## src/hw/rtl/dpr_pkg.sv

```systemverilog
// ----------------------------------------------------------------------------
// dpr_pkg: shared definitions for the debug packet receiver
// Framing characters, result kinds, the result word type and the hex decoder.
// ----------------------------------------------------------------------------
package dpr_pkg;

    // Framing and reply characters
    localparam logic [7:0] CH_START = 8'h24;   // '$'
    localparam logic [7:0] CH_END   = 8'h23;   // '#'
    localparam logic [7:0] CH_COLON = 8'h3A;   // ':'
    localparam logic [7:0] CH_ACK   = 8'h2B;   // '+'
    localparam logic [7:0] CH_NAK   = 8'h2D;   // '-'

    // Result kinds carried on tuser
    localparam logic [2:0] KIND_PAYLOAD = 3'd0;
    localparam logic [2:0] KIND_REPLY   = 3'd1;
    localparam logic [2:0] KIND_ACCEPT  = 3'd2;
    localparam logic [2:0] KIND_DROP    = 3'd3;
    localparam logic [2:0] KIND_REJECT  = 3'd4;

    // Payload offset reported on accept when a sequence ID is present
    localparam logic [7:0] SEQ_OFFSET = 8'd3;

    // Most results one received byte can cause
    localparam int unsigned MAX_RESULTS = 4;

    // Register address map (word index)
    localparam logic REG_MAX_PAYLOAD = 1'b0;

    typedef struct packed {
        logic [2:0] kind;
        logic [7:0] value;
        logic       last;
    } res_t;

    // Hex digit to nibble; anything else is -1 (0xFF) as in C
    function automatic logic [7:0] hex_digit(input logic [7:0] c);
        logic [7:0] d;
        if (c >= 8'h30 && c <= 8'h39)
            d = c - 8'h30;
        else if (c >= 8'h61 && c <= 8'h66)
            d = c - 8'h61 + 8'd10;
        else if (c >= 8'h41 && c <= 8'h46)
            d = c - 8'h41 + 8'd10;
        else
            d = 8'hFF;
        return d;
    endfunction

endpackage

```

## src/hw/rtl/debug_packet_receiver_unit.sv

```systemverilog
// ----------------------------------------------------------------------------
// debug_packet_receiver_unit: $<payload>#<hh> packet receiver
// Hunts for '$', streams payload bytes out, checks the modulo-256 checksum
// and produces the '+'/'-' reply, sequence ID echo and status words.
// ----------------------------------------------------------------------------
// Result words: the first word of a byte is registered and valid in the
// cycle after the byte is accepted. One byte per cycle while each byte
// yields at most one word and m_tready is high; a byte yielding more words
// (up to 4) holds the result buffer until its last word has left.
// Reset: rst_n (async, active low) returns to hunting, clears the sums and
// the result buffer, and sets max_payload to 4095.
// ----------------------------------------------------------------------------
module debug_packet_receiver_unit #(
    parameter int BUFFER_BYTES = 4096
) (
    input  logic        clk,
    input  logic        rst_n,

    // Received byte stream
    input  logic        s_tvalid,
    output logic        s_tready,
    input  logic [7:0]  s_tdata,     // [7:0] rx_byte

    // Result stream
    output logic        m_tvalid,
    input  logic        m_tready,
    output logic [7:0]  m_tdata,     // [7:0] value
    output logic [2:0]  m_tuser,     // [2:0] kind
    output logic        m_tlast,

    // Configuration port
    input  logic        psel,
    input  logic        penable,
    input  logic        pwrite,
    input  logic [2:0]  paddr,
    input  logic [31:0] pwdata,
    output logic [31:0] prdata,
    output logic        pready
);

    // Limit cap, held to the 12-bit count range
    localparam logic [11:0] CAP = (BUFFER_BYTES - 1 > 4095) ? 12'hFFF
                                                            : 12'(BUFFER_BYTES - 1);

    typedef enum logic [1:0] {
        PH_HUNT = 2'd0,
        PH_DATA = 2'd1,
        PH_HIGH = 2'd2,
        PH_LOW  = 2'd3
    } phase_t;

    phase_t             phase_reg,  phase_next;
    logic [7:0]         sum_reg,    sum_next;
    logic [11:0]        count_reg,  count_next;
    logic [15:0]        seq_reg,    seq_next;
    logic               colon_reg,  colon_next;
    logic [7:0]         high_reg,   high_next;
    logic [11:0]        max_payload_reg;

    dpr_pkg::res_t      buf_reg  [dpr_pkg::MAX_RESULTS];
    dpr_pkg::res_t      list_next[dpr_pkg::MAX_RESULTS];
    logic [2:0]         cnt_reg;
    logic [2:0]         n_next;

    logic               s_acc;
    logic               m_acc;
    logic [11:0]        limit;
    logic [11:0]        count_inc;
    logic [7:0]         hex_b;
    logic [7:0]         sent;
    logic [7:0]         b;

    assign b         = s_tdata;
    assign s_acc     = s_tvalid && s_tready;
    assign m_acc     = m_tvalid && m_tready;
    assign limit     = (max_payload_reg < CAP) ? max_payload_reg : CAP;
    assign count_inc = count_reg + 12'd1;
    assign hex_b     = dpr_pkg::hex_digit(b);
    assign sent      = high_reg + hex_b;

    // Buffer can take a new list once it is empty or its last word leaves now
    assign s_tready = (cnt_reg == 3'd0) || (cnt_reg == 3'd1 && m_tready);

    // Output side
    assign m_tvalid = (cnt_reg != 3'd0);
    assign m_tdata  = buf_reg[0].value;
    assign m_tuser  = buf_reg[0].kind;
    assign m_tlast  = buf_reg[0].last;

    // Configuration read-back
    assign pready = 1'b1;
    assign prdata = (paddr[2] == dpr_pkg::REG_MAX_PAYLOAD) ? {20'd0, max_payload_reg}
                                                           : 32'd0;

    // Per-byte decode: next state and the list of result words
    always_comb
    begin
        phase_next = phase_reg;
        sum_next   = sum_reg;
        count_next = count_reg;
        seq_next   = seq_reg;
        colon_next = colon_reg;
        high_next  = high_reg;
        n_next     = 3'd0;
        for (int i = 0; i < dpr_pkg::MAX_RESULTS; i++)
        begin
            list_next[i] = '{kind: dpr_pkg::KIND_DROP, value: 8'd0, last: 1'b0};
        end

        case (phase_reg)
            PH_HUNT:
            begin
                if (b == dpr_pkg::CH_START)
                begin
                    sum_next   = 8'd0;
                    count_next = 12'd0;
                    colon_next = 1'b0;
                    seq_next   = 16'd0;
                    if (limit == 12'd0)
                        n_next = 3'd1;           // zero limit: drop at once
                    else
                        phase_next = PH_DATA;
                end
            end
            PH_DATA:
            begin
                if (count_reg >= limit)
                begin
                    // limit lowered under a running packet
                    n_next     = 3'd1;
                    phase_next = PH_HUNT;
                end
                else if (b == dpr_pkg::CH_START)
                begin
                    // restart: report drop, open a fresh packet
                    n_next     = 3'd1;
                    sum_next   = 8'd0;
                    count_next = 12'd0;
                    colon_next = 1'b0;
                    seq_next   = 16'd0;
                    if (limit == 12'd0)
                        phase_next = PH_HUNT;
                    else
                        phase_next = PH_DATA;
                end
                else if (b == dpr_pkg::CH_END)
                begin
                    phase_next = PH_HIGH;
                end
                else
                begin
                    sum_next   = sum_reg + b;
                    count_next = count_inc;
                    if (count_reg == 12'd0)
                        seq_next = {b, seq_reg[7:0]};
                    else if (count_reg == 12'd1)
                        seq_next = {seq_reg[15:8], b};
                    else if (count_reg == 12'd2)
                        colon_next = (b == dpr_pkg::CH_COLON);
                    list_next[0] = '{kind: dpr_pkg::KIND_PAYLOAD, value: b, last: 1'b0};
                    n_next       = 3'd1;
                    if (count_inc >= limit)
                    begin
                        n_next     = 3'd2;       // overlong: drop follows
                        phase_next = PH_HUNT;
                    end
                end
            end
            PH_HIGH:
            begin
                high_next  = {hex_b[3:0], 4'd0};
                phase_next = PH_LOW;
            end
            default:
            begin
                phase_next = PH_HUNT;
                if (sent != sum_reg)
                begin
                    list_next[0] = '{kind: dpr_pkg::KIND_REPLY, value: dpr_pkg::CH_NAK,
                                     last: 1'b0};
                    list_next[1] = '{kind: dpr_pkg::KIND_REJECT, value: 8'd0, last: 1'b0};
                    n_next       = 3'd2;
                end
                else if (colon_reg && count_reg >= 12'd3)
                begin
                    list_next[0] = '{kind: dpr_pkg::KIND_REPLY, value: dpr_pkg::CH_ACK,
                                     last: 1'b0};
                    list_next[1] = '{kind: dpr_pkg::KIND_REPLY, value: seq_reg[15:8],
                                     last: 1'b0};
                    list_next[2] = '{kind: dpr_pkg::KIND_REPLY, value: seq_reg[7:0],
                                     last: 1'b0};
                    list_next[3] = '{kind: dpr_pkg::KIND_ACCEPT,
                                     value: dpr_pkg::SEQ_OFFSET, last: 1'b0};
                    n_next       = 3'd4;
                end
                else
                begin
                    list_next[0] = '{kind: dpr_pkg::KIND_REPLY, value: dpr_pkg::CH_ACK,
                                     last: 1'b0};
                    list_next[1] = '{kind: dpr_pkg::KIND_ACCEPT, value: 8'd0, last: 1'b0};
                    n_next       = 3'd2;
                end
            end
        endcase

        // mark the final word of this byte
        for (int i = 0; i < dpr_pkg::MAX_RESULTS; i++)
        begin
            list_next[i].last = (3'(i + 1) == n_next);
        end
    end

    // Receiver state
    always_ff @(posedge clk or negedge rst_n)
    begin
        if (!rst_n)
        begin
            phase_reg <= PH_HUNT;
            sum_reg   <= 8'd0;
            count_reg <= 12'd0;
            seq_reg   <= 16'd0;
            colon_reg <= 1'b0;
            high_reg  <= 8'd0;
        end
        else if (s_acc)
        begin
            phase_reg <= phase_next;
            sum_reg   <= sum_next;
            count_reg <= count_next;
            seq_reg   <= seq_next;
            colon_reg <= colon_next;
            high_reg  <= high_next;
        end
    end

    // Configuration register
    always_ff @(posedge clk or negedge rst_n)
    begin
        if (!rst_n)
            max_payload_reg <= 12'd4095;
        else if (psel && penable && pwrite && pready
                 && paddr[2] == dpr_pkg::REG_MAX_PAYLOAD)
            max_payload_reg <= pwdata[11:0];
    end

    // Result buffer: loaded whole on accept, shifted down as words leave
    always_ff @(posedge clk or negedge rst_n)
    begin
        if (!rst_n)
            cnt_reg <= 3'd0;
        else if (s_acc)
            cnt_reg <= n_next;
        else if (m_acc)
            cnt_reg <= cnt_reg - 3'd1;
    end

    always_ff @(posedge clk)
    begin
        if (s_acc)
        begin
            for (int i = 0; i < dpr_pkg::MAX_RESULTS; i++)
                buf_reg[i] <= list_next[i];
        end
        else if (m_acc)
        begin
            for (int i = 0; i < dpr_pkg::MAX_RESULTS - 1; i++)
                buf_reg[i] <= buf_reg[i + 1];
        end
    end

    // Checks
    a_cnt_range: assert property (@(posedge clk) disable iff (!rst_n)
        cnt_reg <= 3'(dpr_pkg::MAX_RESULTS))
        else $error("result count out of range");

    a_last_alone: assert property (@(posedge clk) disable iff (!rst_n)
        (m_acc && m_tlast) |-> (cnt_reg == 3'd1))
        else $error("final word leaves with words still queued behind it");

    a_high_to_low: assert property (@(posedge clk) disable iff (!rst_n)
        (s_acc && phase_reg == PH_HIGH) |=> (phase_reg == PH_LOW))
        else $error("high digit not followed by low digit");

    a_verdict_words: assert property (@(posedge clk) disable iff (!rst_n)
        (s_acc && phase_reg == PH_LOW) |=> (cnt_reg >= 3'd2 && phase_reg == PH_HUNT))
        else $error("checksum verdict missing");

endmodule

```

## config.mk

```make
export PLATFORM = sky130hd
export DESIGN_NAME = debug_packet_receiver_unit
export DESIGN_NICKNAME = d
export VERILOG_FILES = /design/src/hw/rtl/dpr_pkg.sv /design/src/hw/rtl/debug_packet_receiver_unit.sv
export SDC_FILE = /design/constraint.sdc
export NUM_CORES = 1
export LEC_CHECK = 0
export ABC_CLOCK_PERIOD_IN_PS = 3300
export BUFFER_PORTS_ARGS = -buffer_cell sky130_fd_sc_hd__buf_2
export CAP_MARGIN = 0
export CORE_ASPECT_RATIO = 1.25
export CORE_UTILIZATION = 58
export CTS_CLUSTER_DIAMETER = 200
export CTS_CLUSTER_SIZE = 16
export DETAILED_ROUTE_END_ITERATION = 10
export PLACE_DENSITY = 0.81
export SLEW_MARGIN = 20
export SYNTH_ARGS = -nofsm -noshare
export SYNTH_HDL_FRONTEND = slang
export SYNTH_SLANG_ARGS = --single-unit
```

## constraint.sdc

```tcl
create_clock -name clk -period 3.3 [get_ports clk]
set_input_delay 0 -clock clk [delete_from_list [all_inputs] [get_ports clk]]
set_output_delay 0 -clock clk [all_outputs]
set_load 0.02 [all_outputs]
```

=== After elaboration in Yosys (flattened, before gate mapping) ===
Memories as Yosys holds them, arrays and structs flattened.
Index checks and enable logic that the tools add are counted.

* Flip-flop bits (word level): 58
* Memory bits (writable): 48
* Bits of input ports: 50
* Output and inout bits: 47
* Logic and storage cells: 148
* Memories: 1

{| class="wikitable"
|+ Memory list
! name !! depth !! width !! read ports !! clocked after Yosys merged registers in !! wr ports !! line !! source
|-
| buf_reg || 4 || 12 || 4 || 0 || 4 || debug_packet_receiver_unit.sv:60 || <nowiki>dpr_pkg::res_t buf_reg [dpr_pkg::MAX_RESULTS];</nowiki>
|}

* Add/sub/neg operators: 9
* Magnitude comparators: 10
* Eq/ne operators: 23
* Mux-type cells: 66
* Bitwise logic cells: 4
* Reduce and logical (&&, ||, !) cells: 26

{| class="wikitable"
|+ Operators with widths
! operator !! number
|-
| two-way mux 12 bit || 9
|-
| two-way mux 16 bit || 6
|-
| two-way mux 8 bit || 8
|-
| one-hot mux 12 bit (2 select lines) || 2
|-
| two-way mux 23 bit || 2
|-
| two-way mux 11 bit || 4
|-
| two-way mux 36 bit || 1
|-
| one-hot mux 16 bit (2 select lines) || 1
|-
| == test 8 x 6 -> 1 bit, second input constant || 3
|-
| >= comparator 12 bit || 2
|-
| zero test 12 bit || 2
|-
| two-way mux 3 bit || 7
|-
| inequality test 3 bit, second input constant || 6
|-
| adder 8 x 4 -> 8 bit, second input constant || 2
|-
| adder 8 bit || 2
|-
| >= comparator 8 x 7 -> 1 bit, second input constant || 2
|-
| less-or-equal comparator 8 x 7 -> 1 bit, second input constant || 2
|-
| one-hot mux 8 bit (2 select lines) || 1
|-
| subtractor 8 x 7 -> 8 bit, second input constant || 2
|-
| two-way mux 1 bit || 15
|-
| two-way mux 2 bit || 7
|-
| adder 12 x 1 -> 12 bit, second input constant || 1
|-
| == test 12 x 1 -> 1 bit, second input constant || 1
|-
| == test 12 x 2 -> 1 bit, second input constant || 1
|-
| other kinds (34) || 49
|}

=== Longest topological paths before layout ===
* Depth after elaboration: 11
* Depth in mapped cells: 21
* Depth with buffers taken out: 18

=== Worst setup path before layout ===
Ideal clock, no wire load.

* Path kind: input port to flip-flop
* Start: in s_tdata[0]
* End: mem buf_reg[0][3] (netlist name) (data pin)
* Library setup time: 0.261 ns
* Data arrival time: 3.996 ns
* Setup slack: -0.956 ns
* Cell stages on the path: 19
* Cell sequence: clkbuf_1 > inv_1 > ha_1 > or3b_1 > a32oi_1 > a2bb2oi_2 > nor2_1 > o21ai_0 > o31a_1 > ha_1 > fa_1 > xnor2_1 > nand4_1 > a211oi_1 > o311ai_1 > a211o_1 > or4_1 > buf_2 > a221o_1

{| class="wikitable"
|+ RTL lines
! what !! line !! source
|-
| start, declared || debug_packet_receiver_unit.sv:22 || <nowiki>input logic [7:0] s_tdata,</nowiki>
|-
| end, declared || debug_packet_receiver_unit.sv:60 ||
|}

==> results.json <==
{
  "syn_to_final_growth_pct": 21.02,
  "fmax_ghz": 0.2811,
  "clock_path_buffers": 2,
  "critical_path_class": "in2reg",
  "hold_viol": 0,
  "routed_via_density": 5.989,
  "synth_top_cell_area_share_pct": 18.50,
  "htree_levels": 3,
  "die_h_um": 117.8,
  "slew_headroom_pct": 39.83,
  "numCtsBuffers": 9,
  "drt-total-wl_mm": 16.08,
  "clkTransAtPathRegs_ns": 0.07,
  "rows": 41,
  "critPathMostFrequentCell": "a211o_1",
  "r2r_slack_ns": 0.08,
  "r2r_end": "buf_reg[1][0]",
  "cellPowerDensity_nw_per_um2": 571.7,
  "cts_sinks": 96,
  "crit_path_cell_trace": "buf_8 -> ha_4 -> a211o_1 -> a2111oi_4 -> a2bb2oi_4 -> nor2_2 -> o21ai_2 -> o31a_1 -> ha_2 -> fa_1 -> xnor2_1 -> nand4_1 -> a211oi_2 -> o311ai_1 -> a211o_1 -> or4_4 -> a221o_1",
  "dp_hpwl_mm": 11.61,
  "gp_congestion": 0.8649,
  "grt_pass1_wl_mm": 26.48,
  "setup_viol": 27,
  "overflow": 0,
  "die_w_um": 94.63,
  "avgSynthCellArea_um2": 9.556,
  "synth_area_leaders": "dfrtp_1 19%, edfxtp_1 18%, ha_1 10%",
  "antenna_found_initial": 0,
  "io_buffers": 53,
  "startpoint": "s_tdata[4]",
  "worstSkewPairLatency_ns": 0.34,
  "ys_ff_latch": 96,
  "async_flop_share_pct": 60.42,
  "tightest_slew_ns": 0.9026,
  "synth_edf_count": 38,
  "slew_viol_final": 0,
  "core_area_um2": 10260,
  "maxCapViolCount": 0,
  "arrival_ns": 3.65,
  "grt_pass1_vias": 5408,
  "dominantRegCellSynth": "dfrtp_1",
  "grt_usage_pct": 30.38,
  "nNetsFinal": 859,
  "start_util_pct": 60.63,
  "firstDrtPassIters": 6,
  "leakage_nw": 3.358,
  "failed_checks": "setup timing",
  "ir_worst_vdd_mv": 0.3550,
  "antenna_left": 0,
  "dp.cells": 852,
  "ios": 97,
  "timing.rr.start": "count_reg[0]",
  "cts_tree": "yes",
  "setup-tns-final_ns": -2.651,
  "place_area_um2": 6879,
  "root_buffer": "clkbuf_16",
  "cp_max_fo": 3,
  "worst_hold_slack_ns": 0.05126,
  "largest_reg_flops": 38,
  "die_area_um2": 11150,
  "wl_per_cell_um": 18.07,
  "design_area_um2": 7528,
  "yosys_warnings": 0,
  "p_total_mw": 4.304,
  "startpoint_type": "primary input",
  "worstPathRequired_ns": 3.39,
  "skew_ns": 0.006777,
  "final_cell_count_no_fill": 890,
  "slowest_stage": "fa_1",
  "outcome": "complete, but fails checks",
  "setup_slack_ns": -0.2572,
  "synth_top_cell_by_area": "dfrtp_1",
  "ys_seq_area_share_pct": 41.91,
  "rsz0062_at_grt": "yes",
  "grt_max_degree": 40,
  "ff2ff_path_depth": 12,
  "vias": 5330,
  "postSynthCellCount": 651,
  "drt-initial-drc-count": 337,
  "max_stage_delay_ns": 0.49,
  "worstSetupEndpoint": "buf_reg[0][3]",
  "final_layout_size_suffix_gt1_share_pct": 24.31,
  "min_path_type": "in2reg",
  "min_period_ns": 3.557,
  "fin_crit_sh_pct": 107.8,
  "diodes": 0,
  "yosysUniqueCellTypes": 67,
  "drc": 0,
  "critPathCaptureType": "flip-flop",
  "syn-cell-area_um2": 6221
}
per-stage QoR:
step / setup slack, ns / util, %
floorplan: -0.6806 / -
global placement: -0.7541 / 67.05
detailed placement: -0.9027 / 67.05
CTS: -0.2344 / 72.61
global route: -0.4291 / 73.38
finish: -0.2572 / 73.38
power breakdown:
| group | switching, mW | total, mW | leakage [nW] | internal [mW] |
|---|---|---|---|---|
| Clock | 0.474 | 1.00 | 0.139 | 0.527 |
| Combinational | 0.903 | 1.49 | 2.10 | 0.588 |
| Sequential | 0.192 | 1.81 | 1.12 | 1.62 |
worst min-delay path by stage:
| stage | slack, ns | to | cells past startpoint | start |
|---|---|---|---|---|
| 2_1_floorplan | -0.30 | cnt_reg[0] | 0 | rst_n |
| 3_3_place_gp | 0.15 | cnt_reg[0] | 1 | rst_n |
| 3_5_place_dp | 0.17 | cnt_reg[0] | 1 | rst_n |
| 4_1_cts | 0.05 | cnt_reg[2] | 4 | m_tready |
| 5_1_grt | 0.09 | cnt_reg[2] | 4 | m_tready |
| 6_report | 0.05 | cnt_reg[2] | 4 | m_tready |
cell usage after synthesis, types with 5 or more instances:
library cell and count:
nand2_1 70, ha_1 51, nor2_1 50, dfrtp_1 46, o21ai_0 42, edfxtp_1 38
inv_1 30, a21oi_1 27, nand3_1 27, clkbuf_1 23, buf_4 21, a21o_1 15
a22o_1 15, xnor2_1 14, mux2_2 13, dfstp_2 12, xor2_1 12, nor3_1 10
nor4_1 10, and4_1 8, nand4_1 8, o21ai_1 8, and3_1 7, nand2b_1 7
o21a_1 6, o31ai_1 6, a31oi_1 5
what timing repair did:
| item | in CTS | in global routing |
|---|---|---|
| pin swaps | 15 | 11 |
| setup endpoints to repair | 28 | 51 |
| setup buffers | 8 | 1 |
| endpoints found under the hold margin | 38 | 0 |
| hold buffers | 13 | 0 |
| cloned | 0 | 1 |
| resized for setup | 23 | 19 |
cell usage in the layout (no fill, tap or decap), types with 4 or more instances in the layout:
master,n
nand2_1,70
buf_4,58
nor2_1,49
buf_2,49
ha_1,46
dfrtp_1,44
edfxtp_1,38
o21ai_0,36
inv_1,27
nand3_1,27
a21oi_1,27
conb_1,21
a21o_1,15
a22o_1,15
xnor2_1,14
mux2_2,13
dlygate4sd3_1,13
o21ai_1,12
dfstp_2,12
xor2_1,10
nor4_1,9
clkbuf_16,9
nand4_1,8
and4_1,8
nor3_1,8
and3_1,7
nand2b_1,7
o21a_1,6
o31ai_1,5
a211o_1,4
a31oi_1,4
o2111ai_1,4
nor2b_1,4
area by class of cell:
cell class / instances / area [µm²]
clock buffer: 9 / 225.2
clock inverter: 7 / 62.56
fill: 709 / 2731
inverter: 31 / 131.4
multi-input combinational: 493 / 3455
sequential: 96 / 2610
tap: 129 / 161.4
timing repair buffer: 125 / 883.3
critical path: cells and delay by family:
family          cells  cell delay (ns)
compound gates      9             1.89
fa+ha+maj           3             0.82
simple gates        3             0.70
xor+xnor            1             0.12
buf+inv             1             0.10
per-layer routing:
metal / up-vias / part of all wire (%) / GRT usage (%)
li1: 2525 / - / -
met1: 2567 / 40 / 37.83
met2: 192 / 53 / 51.98
met3: 46 / 4.5 / 4.910
met4: 0 / 2.7 / 11.36
met5: - / 0 / 0
logic make-up (layout without fill, tap and decap cells):
family	after synthesis	after routing	share of synthesized area (%)
AOI/OAI and AO/OA	161	161	17.50
xor gates and xnor gates	26	26	3.661
adders and majority gates	53	53	10.90
buffers and inverters	81	172	6.355
DFF	96	96	41.91
muxes	15	15	2.675
other	2	21	0.1207
and+or+nand+nor	217	217	16.87
Note: power is estimated with default switching activity, not from simulation.
